## src/sv/bbp_pkg.sv

```systemverilog
package bbp_pkg;

   localparam int MAX_INDEX_BITS_DEFAULT = 12;
   localparam int COUNT_WIDTH_DEFAULT    = 32;

   localparam int ADDR_WIDTH  = 32;
   localparam int FIELD_WIDTH = 32;
   localparam int INDEX_REG_WIDTH = 4;
   localparam int EFF_WIDTH   = 5;

   typedef logic [ADDR_WIDTH-1:0]      addr_type;
   typedef logic [FIELD_WIDTH-1:0]     field_type;
   typedef logic [INDEX_REG_WIDTH-1:0] index_reg_type;
   typedef logic [EFF_WIDTH-1:0]       eff_bits_type;
   typedef logic [1:0]                 ctr_type;

   localparam index_reg_type INDEX_BITS_RESET = index_reg_type'(12);
   localparam ctr_type CTR_MIN = 2'd0;
   localparam ctr_type CTR_MAX = 2'd3;

   // One resolved branch leaving the update stage.
   typedef struct packed {
      logic fire;
      logic predicted;
      logic taken;
   } outcome_type;

endpackage

```

## src/sv/bbp_stats.sv

```systemverilog
module bbp_stats #(
   parameter int COUNT_WIDTH = bbp_pkg::COUNT_WIDTH_DEFAULT
) (
   input  logic                   clock,
   input  logic                   reset,
   input  bbp_pkg::outcome_type   outcome,
   output logic [COUNT_WIDTH-1:0] branch_tally,
   output logic [COUNT_WIDTH-1:0] hit_taken_tally,
   output logic [COUNT_WIDTH-1:0] miss_taken_tally,
   output logic [COUNT_WIDTH-1:0] hit_not_taken_tally,
   output logic [COUNT_WIDTH-1:0] miss_not_taken_tally
);
   import bbp_pkg::*;

   localparam logic [COUNT_WIDTH-1:0] COUNT_FULL = '1;
   localparam logic [COUNT_WIDTH-1:0] COUNT_ONE  = COUNT_WIDTH'(1);

   logic [COUNT_WIDTH-1:0] branch_ff, branch_in;
   logic [COUNT_WIDTH-1:0] hit_t_ff, hit_t_in;
   logic [COUNT_WIDTH-1:0] miss_t_ff, miss_t_in;
   logic [COUNT_WIDTH-1:0] hit_nt_ff, hit_nt_in;
   logic [COUNT_WIDTH-1:0] miss_nt_ff, miss_nt_in;

   function automatic logic [COUNT_WIDTH-1:0] sat_inc(input logic [COUNT_WIDTH-1:0] v);
      return (v == COUNT_FULL) ? v : v + COUNT_ONE;
   endfunction

   always_comb begin
      branch_in  = branch_ff;
      hit_t_in   = hit_t_ff;
      miss_t_in  = miss_t_ff;
      hit_nt_in  = hit_nt_ff;
      miss_nt_in = miss_nt_ff;
      if (outcome.fire) begin
         branch_in = sat_inc(branch_ff);
         unique case ({outcome.predicted, outcome.taken})
            2'b11: hit_t_in   = sat_inc(hit_t_ff);
            2'b10: miss_t_in  = sat_inc(miss_t_ff);
            2'b01: miss_nt_in = sat_inc(miss_nt_ff);
            2'b00: hit_nt_in  = sat_inc(hit_nt_ff);
            default: branch_in = branch_ff;
         endcase
      end
   end

   always_ff @(posedge clock) begin
      if (reset) begin
         branch_ff  <= '0;
         hit_t_ff   <= '0;
         miss_t_ff  <= '0;
         hit_nt_ff  <= '0;
         miss_nt_ff <= '0;
      end else begin
         branch_ff  <= branch_in;
         hit_t_ff   <= hit_t_in;
         miss_t_ff  <= miss_t_in;
         hit_nt_ff  <= hit_nt_in;
         miss_nt_ff <= miss_nt_in;
      end
   end

   assign branch_tally         = branch_ff;
   assign hit_taken_tally      = hit_t_ff;
   assign miss_taken_tally     = miss_t_ff;
   assign hit_not_taken_tally  = hit_nt_ff;
   assign miss_not_taken_tally = miss_nt_ff;

endmodule

```

## config.mk

```make
export PLATFORM = sky130hd
export DESIGN_NAME = bbp_stats
export DESIGN_NICKNAME = d
export VERILOG_FILES = /design/src/sv/bbp_pkg.sv /design/src/sv/bbp_stats.sv
export SDC_FILE = /design/constraint.sdc
export NUM_CORES = 1
export LEC_CHECK = 0
export ABC_AREA = 1
export BUFFER_PORTS_ARGS = -buffer_cell sky130_fd_sc_hd__buf_2
export CAP_MARGIN = 25
export CORE_MARGIN = 2
export CORE_UTILIZATION = 30
export DETAILED_ROUTE_END_ITERATION = 10
export GPL_ROUTABILITY_DRIVEN = 0
export PLACE_DENSITY = 0.46
export SLEW_MARGIN = 20
export SYNTH_ARGS = -nofsm -noshare
export SYNTH_HDL_FRONTEND = slang
export SYNTH_SLANG_ARGS = --single-unit
```

## constraint.sdc

```tcl
create_clock -name clock -period 1.7 [get_ports clock]
set_input_delay 0.425 -clock clock [delete_from_list [all_inputs] [get_ports clock]]
set_output_delay 0.425 -clock clock [all_outputs]
set_load 0.02 [all_outputs]
```

==> flow_metrics.tcl, run 1 <==
set metrics [dict create \
    outcome "finished clean" \
    rows 66 \
    die_y_um 187 \
    num-nets-final 2072 \
    cts.clk_slew.worst_paths_ns 0.06 \
    min-delay-start "reset" \
    p_seq_share_pct 45.5 \
    r2r_end "miss_not_taken_tally[18]" \
    worstMarginPinSlew_ns 0.416 \
    clk_path_buf_depth 2 \
    port_buffers 164 \
    async_reset_ff_share_pct 0 \
    cts.sinks 160 \
    clockPowerShare_pct 47.7 \
    synth_xor_area_share_pct 2.01 \
    antenna_cells 0 \
    r2r_start "miss_not_taken_tally[1]" \
    grt_max_degree 57 \
    start_kind "flip-flop" \
    synthCells 1702 \
    drv_cap 0 \
    hold_path.class "in -> reg" \
    start_util_pct 30.6 \
    synth_edf_count 0 \
    dr.pass1.iters 5 \
    synth.most_common_cell "nand2_1" \
    track_usage_pct 19.2 \
    crit_type "reg -> reg" \
    synth_simple_gate_area_share_pct 49.6 \
    fillers 3569 \
    syn_area_per_cell_sq_um 5.90 \
    wirelength_met1_mm 16.4 \
    slew_headroom_pct 72.3 \
    finalClockSkew_ns 0.0105 \
    cts_tree "built" \
    hold_viol 0 \
    synth_area_sq_um 10000 \
    grt_pass1_vias 10800 \
    synth_top_area_share_pct 31.9 \
    vdd_drop_max_mv 0.681 \
    drt-initial-drc-count 556 \
    min_to "hit_taken_tally[24]" \
    grt_setup_unrepaired "yes" \
    synth_common_cells "nand2_1 (512), nor2_1 (415), inv_1 (188)" \
    timing.fmax_ghz 0.615 \
    synth_top_family_by_area "simple AND/OR/NAND/NOR gates" \
    crit_path_max_fanout 26 \
    synth_compound_area_share_pct 5.87 \
    area_growth_pct 38.8 \
    grt_pass1_wl_mm 54.5 \
    worstRegToRegCells 12 \
    hold_depth 4 \
    fin_util_pct 42.5 \
    wire_per_inst_um 13.6 \
    multi_input_area_sq_um 6230 \
    cts_buffers 17 \
    ys.warnings.count 0 \
    io_pins 165 \
    grt_antenna_before_repair 0 \
    ys_top_cells_by_area "dfxtp_1 (32%), nand2_1 (19%), nor2_1 (16%)" \
    stdcell_area_sq_um 13900 \
    crit_arrival_ns 2.01 \
    maxUsedRoutingLayer "met4" \
    root_buffer "clkbuf_16" \
    drc 0 \
    ys_seq_area_share_pct 31.9 \
    clk_latency_ns 0.44 \
    wl_met3_mm 1.66 \
    dr_wl_met2_mm 15.8 \
    ant_nets 0 \
    power_leakage_nw 6.32 \
    ys_seq_elements 160 \
    p_sw_mw 2.03 \
    p_total_mw 8.39 \
    drive_above_1_share_pct 27.9 \
    dp_hpwl_mm 26.2 \
    muxShareOfSynthArea_pct 0 \
    min_period_over_period_pct 95.6 \
    die-area_sq_um 34900 \
    crit_required_ns 2.08 \
    dpl_cell_area_sq_um 12800 \
    setup_violations 0 \
    min_period_ns 1.63 \
    die_x_um 187 \
    cellPowerDensity_nw_per_um2 602 \
    pwr-share-comb_pct 6.8 \
    core_sq_um 32800 \
    wl_mm 34.2 \
    syn-num-nets 1712 \
    synth_area_leader_cell "dfxtp_1" \
    gr-total-overflow 0 \
    htreeDepth 4 \
    switching_share_pct 24.3 \
    regToRegSetupSlack_ns 0.07 \
    vias 11400 \
    synth_ff_type "dfxtp_1" \
    yosysUniqueCellTypes 38 \
    critPathCaptureType "flip-flop" \
    viasPerCell 4.54 \
    internal-power_mw 6.35 \
    regArea_sq_um 3240 \
    synth_fa_ha_area_share_pct 0.623 \
    slew_viol_final 0 \
]
## layer usage
metal	vias to the layer above	GRT usage (%)
met3	19	3.77
met1	5185	25.5
met4	0	4.61
met2	224	32.0
li1	5997	-
met5	-	0
## critical path: stages, from the launching register on
cell,delay [ns]
dfxtp_1,0.33
ha_2,0.20
nand2_1,0.07
nor2_2,0.10
nand2_2,0.10
nor2_4,0.14
nand3_4,0.12
buf_12,0.19
nand2_1,0.07
clkinv_1,0.07
nand2_1,0.06
nand2_1,0.04
nor2_1,0.07
## power groups by stage
stage	combinational (mW)	sequential (mW)	clock, mW
2_1_floorplan	0.273	3.95	0
5_1_grt	0.630	3.82	4.30
4_1_cts	0.538	3.81	4.15
3_5_place_dp	0.532	3.90	0
6_report	0.567	3.82	4.00
3_3_place_gp	0.528	3.90	0
## cell usage in the layout (no fill, tap or decap), types with 4 or more instances in the layout
cell / n
nand4_1: 25
clkbuf_16: 20
xor2_1: 16
dfxtp_2: 27
xnor2_1: 7
nor2_4: 20
nand2_4: 7
inv_2: 5
a21oi_2: 15
nand3_1: 125
buf_4: 202
nand3b_1: 10
nor2_1: 381
o21ai_0: 23
inv_1: 185
nand3_2: 16
clkinv_2: 7
nor3_2: 4
nor3_1: 16
nor2_2: 44
a21oi_1: 44
nand3_4: 4
buf_2: 164
dfxtp_1: 132
nand2_1: 505
nand2_2: 14
o21bai_1: 14
buf_12: 6
## kinds of logic (layout without fill, tap and decap cells)
| group | Yosys count | in the layout |
|---|---|---|
| AND/OR/NAND/NOR | 1179 | 1181 |
| XOR/XNOR | 23 | 23 |
| flip-flops | 160 | 160 |
| AO/OA/AOI/OAI | 102 | 102 |
| adder cells (fa/ha/maj) | 5 | 5 |
| buffers and inverters | 233 | 604 |
## registers in the layout, summed over array words and instances (netlist names)
register / count
branch_tally: 32
miss_not_taken_tally: 32
hit_not_taken_tally: 32
miss_taken_tally: 32
hit_taken_tally: 32
## final cells by class
cell class              instances  share of cell area [%]
clock inverters                12                    1.01
multi-input cells            1311                    44.7
flip-flops and latches        160                    23.3
repair buffers                379                    18.5
inverters                     193                    5.25
well taps                     442                    3.97
clock buffers                  20                    3.28
## per-stage QoR
stage,hold slack (ns),setup slack [ns],cells,TNS [ns]
3_3_place_gp,0.500,-0.123,2477,-0.894
3_5_place_dp,0.501,-0.111,2477,-1.42
4_1_cts,0.345,0.00106,2510,0
6_report,0.362,0.0745,2517,0
2_1_floorplan,0.527,0.00529,1702,0
5_1_grt,0.369,-0.0526,2517,-0.285
## worst max-delay path by stage
stage	startpoint	end	slack [ns]	depth (start not counted)
2_1_floorplan	miss_taken_tally[1]	miss_taken_tally[25]	0.005	9
3_3_place_gp	outcome[0]	hit_not_taken_tally[17]	-0.12	11
3_5_place_dp	branch_tally[0]	branch_tally[22]	-0.11	10
4_1_cts	branch_tally[0]	branch_tally[27]	0.001	11
5_1_grt	hit_not_taken_tally[4]	hit_not_taken_tally[16]	-0.05	9
6_report	miss_not_taken_tally[1]	miss_not_taken_tally[18]	0.07	12
## repair_timing
action                                  4_1_cts  5_1_grt
hold buffers                                  0        0
gates cloned                                  0        5
gates resized for setup                      10      116
setup buffers                                 1        2
endpoints found under the setup margin       39      136
pin swaps                                     1       17
Power figures use the tool's default switching activity.
==> inputs of run 2 (changes only) <==
SETUP_SLACK_MARGIN = 0.2   (was default)
==> run 2 against run 1 <==
- maximum frequency rose by 0.34%
- via count rose by 2.8%
- first-iteration DRC count fell by 13%
- non-clock buffer count rose by 5
- design area rose by 15%
- sequential share of layout area fell by 1.6 points
- routed wire length rose by 5.9%
- hold slack improved by 0.12 ns
==> flow_metrics.tcl, run 2 (same netlist as run 1, synthesis figures left out) <==
set metrics [dict create \
    min-delay-start "reset" \
    die_y_um 187 \
    use_met1_pct 26.2 \
    timing.fmax_ghz 0.617 \
    finalClockSkew_ns 0.00903 \
    rows 66 \
    regArea_sq_um 3470 \
    instances_no_fill 2527 \
    grt_pass1_vias 11100 \
    drt-initial-drc-count 481 \
    grt_max_degree 65 \
    switching_share_pct 24.5 \
    viasPerCell 4.65 \
    port_buffers 164 \
    cts.sinks 160 \
    htreeDepth 4 \
    io_pins 165 \
    drive_above_1_share_pct 42.6 \
    p_sw_mw 2.17 \
    die-area_sq_um 34900 \
    slew_headroom_pct 73.5 \
    grt_util_met2_pct 34.0 \
    ant_nets 0 \
    fin_ws_ns 0.0799 \
    grt_pass1_wl_mm 57.6 \
    vdd_drop_max_mv 0.686 \
    track_usage_pct 20.3 \
    r2r_start "hit_not_taken_tally[0]" \
    cts_tree "built" \
    clk_path_buf_depth 2 \
    hold_viol 0 \
    wire_per_inst_um 14.3 \
    wl_mm 36.3 \
    dp_hpwl_mm 25.9 \
    layout_common_cells "nand2_1 (450), nor2_1 (322), inv_1 (173)" \
    drc 0 \
    die_x_um 187 \
    crit_type "reg -> reg" \
    path_delay_family "simple AND/OR/NAND/NOR gates" \
    grt_antenna_before_repair 0 \
    internal-power_mw 6.70 \
    cts.clk_slew.worst_paths_ns 0.07 \
    slew_viol_final 0 \
    crit_required_ns 2.04 \
    pwr-share-comb_pct 7.3 \
    min_period_over_period_pct 95.3 \
    preCtsSetupSlack_ns -0.103 \
    groute.layer.met3.usage_pct 3.68 \
    clk_latency_ns 0.45 \
    critPathCaptureType "flip-flop" \
    drv_cap 0 \
    cellPowerDensity_nw_per_um2 555 \
    cpMaxStageDelayCell "dfxtp_4" \
    core_sq_um 32800 \
    p_seq_share_pct 42.7 \
    clockPowerShare_pct 50.0 \
    fillers 3371 \
    start_kind "flip-flop" \
    vias 11700 \
    fin_util_pct 48.7 \
    setup.worst_path.start "hit_not_taken_tally[0]" \
    start_util_pct 30.6 \
    top_usage_layer "met2" \
    root_buffer "clkbuf_16" \
    area_growth_pct 59.2 \
    min_period_ns 1.62 \
    multi_input_area_sq_um 7250 \
    outcome "finished clean" \
    dr.pass1.iters 4 \
    crit_chain "ha_4, inv_4, nor2_4, nand2_4, nor2_4, buf_6, a21oi_4, buf_6, a21oi_1, nor2_1" \
    crit_arrival_ns 1.96 \
    setup_violations 0 \
    power_leakage_nw 6.79 \
    num-nets-final 2081 \
    final_common_cell "nand2_1" \
    postCtsHoldBufs 0 \
    grt_setup_unrepaired "yes" \
    worstMarginPinSlew_ns 0.397 \
    cts_buffers 17 \
    hold_path.class "in -> reg" \
    crit_path_max_fanout 7 \
    crit_buf_inv 3 \
    placed_cells_incl_taps 2424 \
    gr-total-overflow 0 \
    cpPeakStageDelay_ns 0.37 \
]
## run 2: final cells by class
class                      count  area share [%]
antenna                        1          0.0157
clock buffer                  24            3.21
clock inverter                 8           0.932
inverter                     193            4.69
multi-input combinational   1315            45.4
sequential                   160            21.7
tap                          442            3.46
timing repair buffer         384            20.6
## run 2: worst paths after layout
path	endpoint	slack [ns]	depth (start not counted)
worst min-delay path	hit_not_taken_tally[11]	0.48	5
worst max register to register	hit_not_taken_tally[30]	0.08	10
worst max-delay path	hit_not_taken_tally[30]	0.08	10
worst min register to register	hit_taken_tally[6]	0.49	2
## run 2: per-layer routing
layer	part of all wire (%)	up-vias
li1	-	6043
met1	46	5421
met2	47	228
met3	4.1	52
met4	2.4	0
met5	0	-
## run 2: power groups by stage
| stage | clock [mW] | sequential, mW | combinational (mW) |
|---|---|---|---|
| final | 4.44 | 3.79 | 0.644 |
| after global routing | 4.73 | 3.79 | 0.709 |
| after CTS | 4.57 | 3.81 | 0.578 |
| after detailed placement | 0 | 3.91 | 0.514 |
| after global placement | 0 | 3.91 | 0.510 |
| after floorplan | 0 | 3.95 | 0.281 |
## run 2: tightest hold or removal path: stages
cell and delay, ns:
buf_2 0.12, inv_4 0.06, buf_12 0.17, nand2_1 0.09, nor2_1 0.03
## run 2: what timing repair did
action | 4_1_cts | 5_1_grt
resized for setup | 215 | 389
gates cloned | 7 | 5
pin swaps | 24 | 81
setup endpoints to repair | 229 | 236
buffers inserted | 31 | 27
## run 2: through the flow
| step | hold WS, ns | instance area [sq um] | power, mW | setup TNS, ns |
|---|---|---|---|---|
| 6_report | 0.482 | 16000 | 8.87 | 0 |
| 5_1_grt | 0.508 | 16000 | 9.22 | -0.0848 |
| 4_1_cts | 0.471 | 14400 | 8.96 | 0 |
| 2_1_floorplan | 0.512 | 10300 | 4.23 | 0 |
| 3_3_place_gp | 0.477 | 12700 | 4.42 | -0.458 |
| 3_5_place_dp | 0.487 | 12700 | 4.42 | -0.589 |
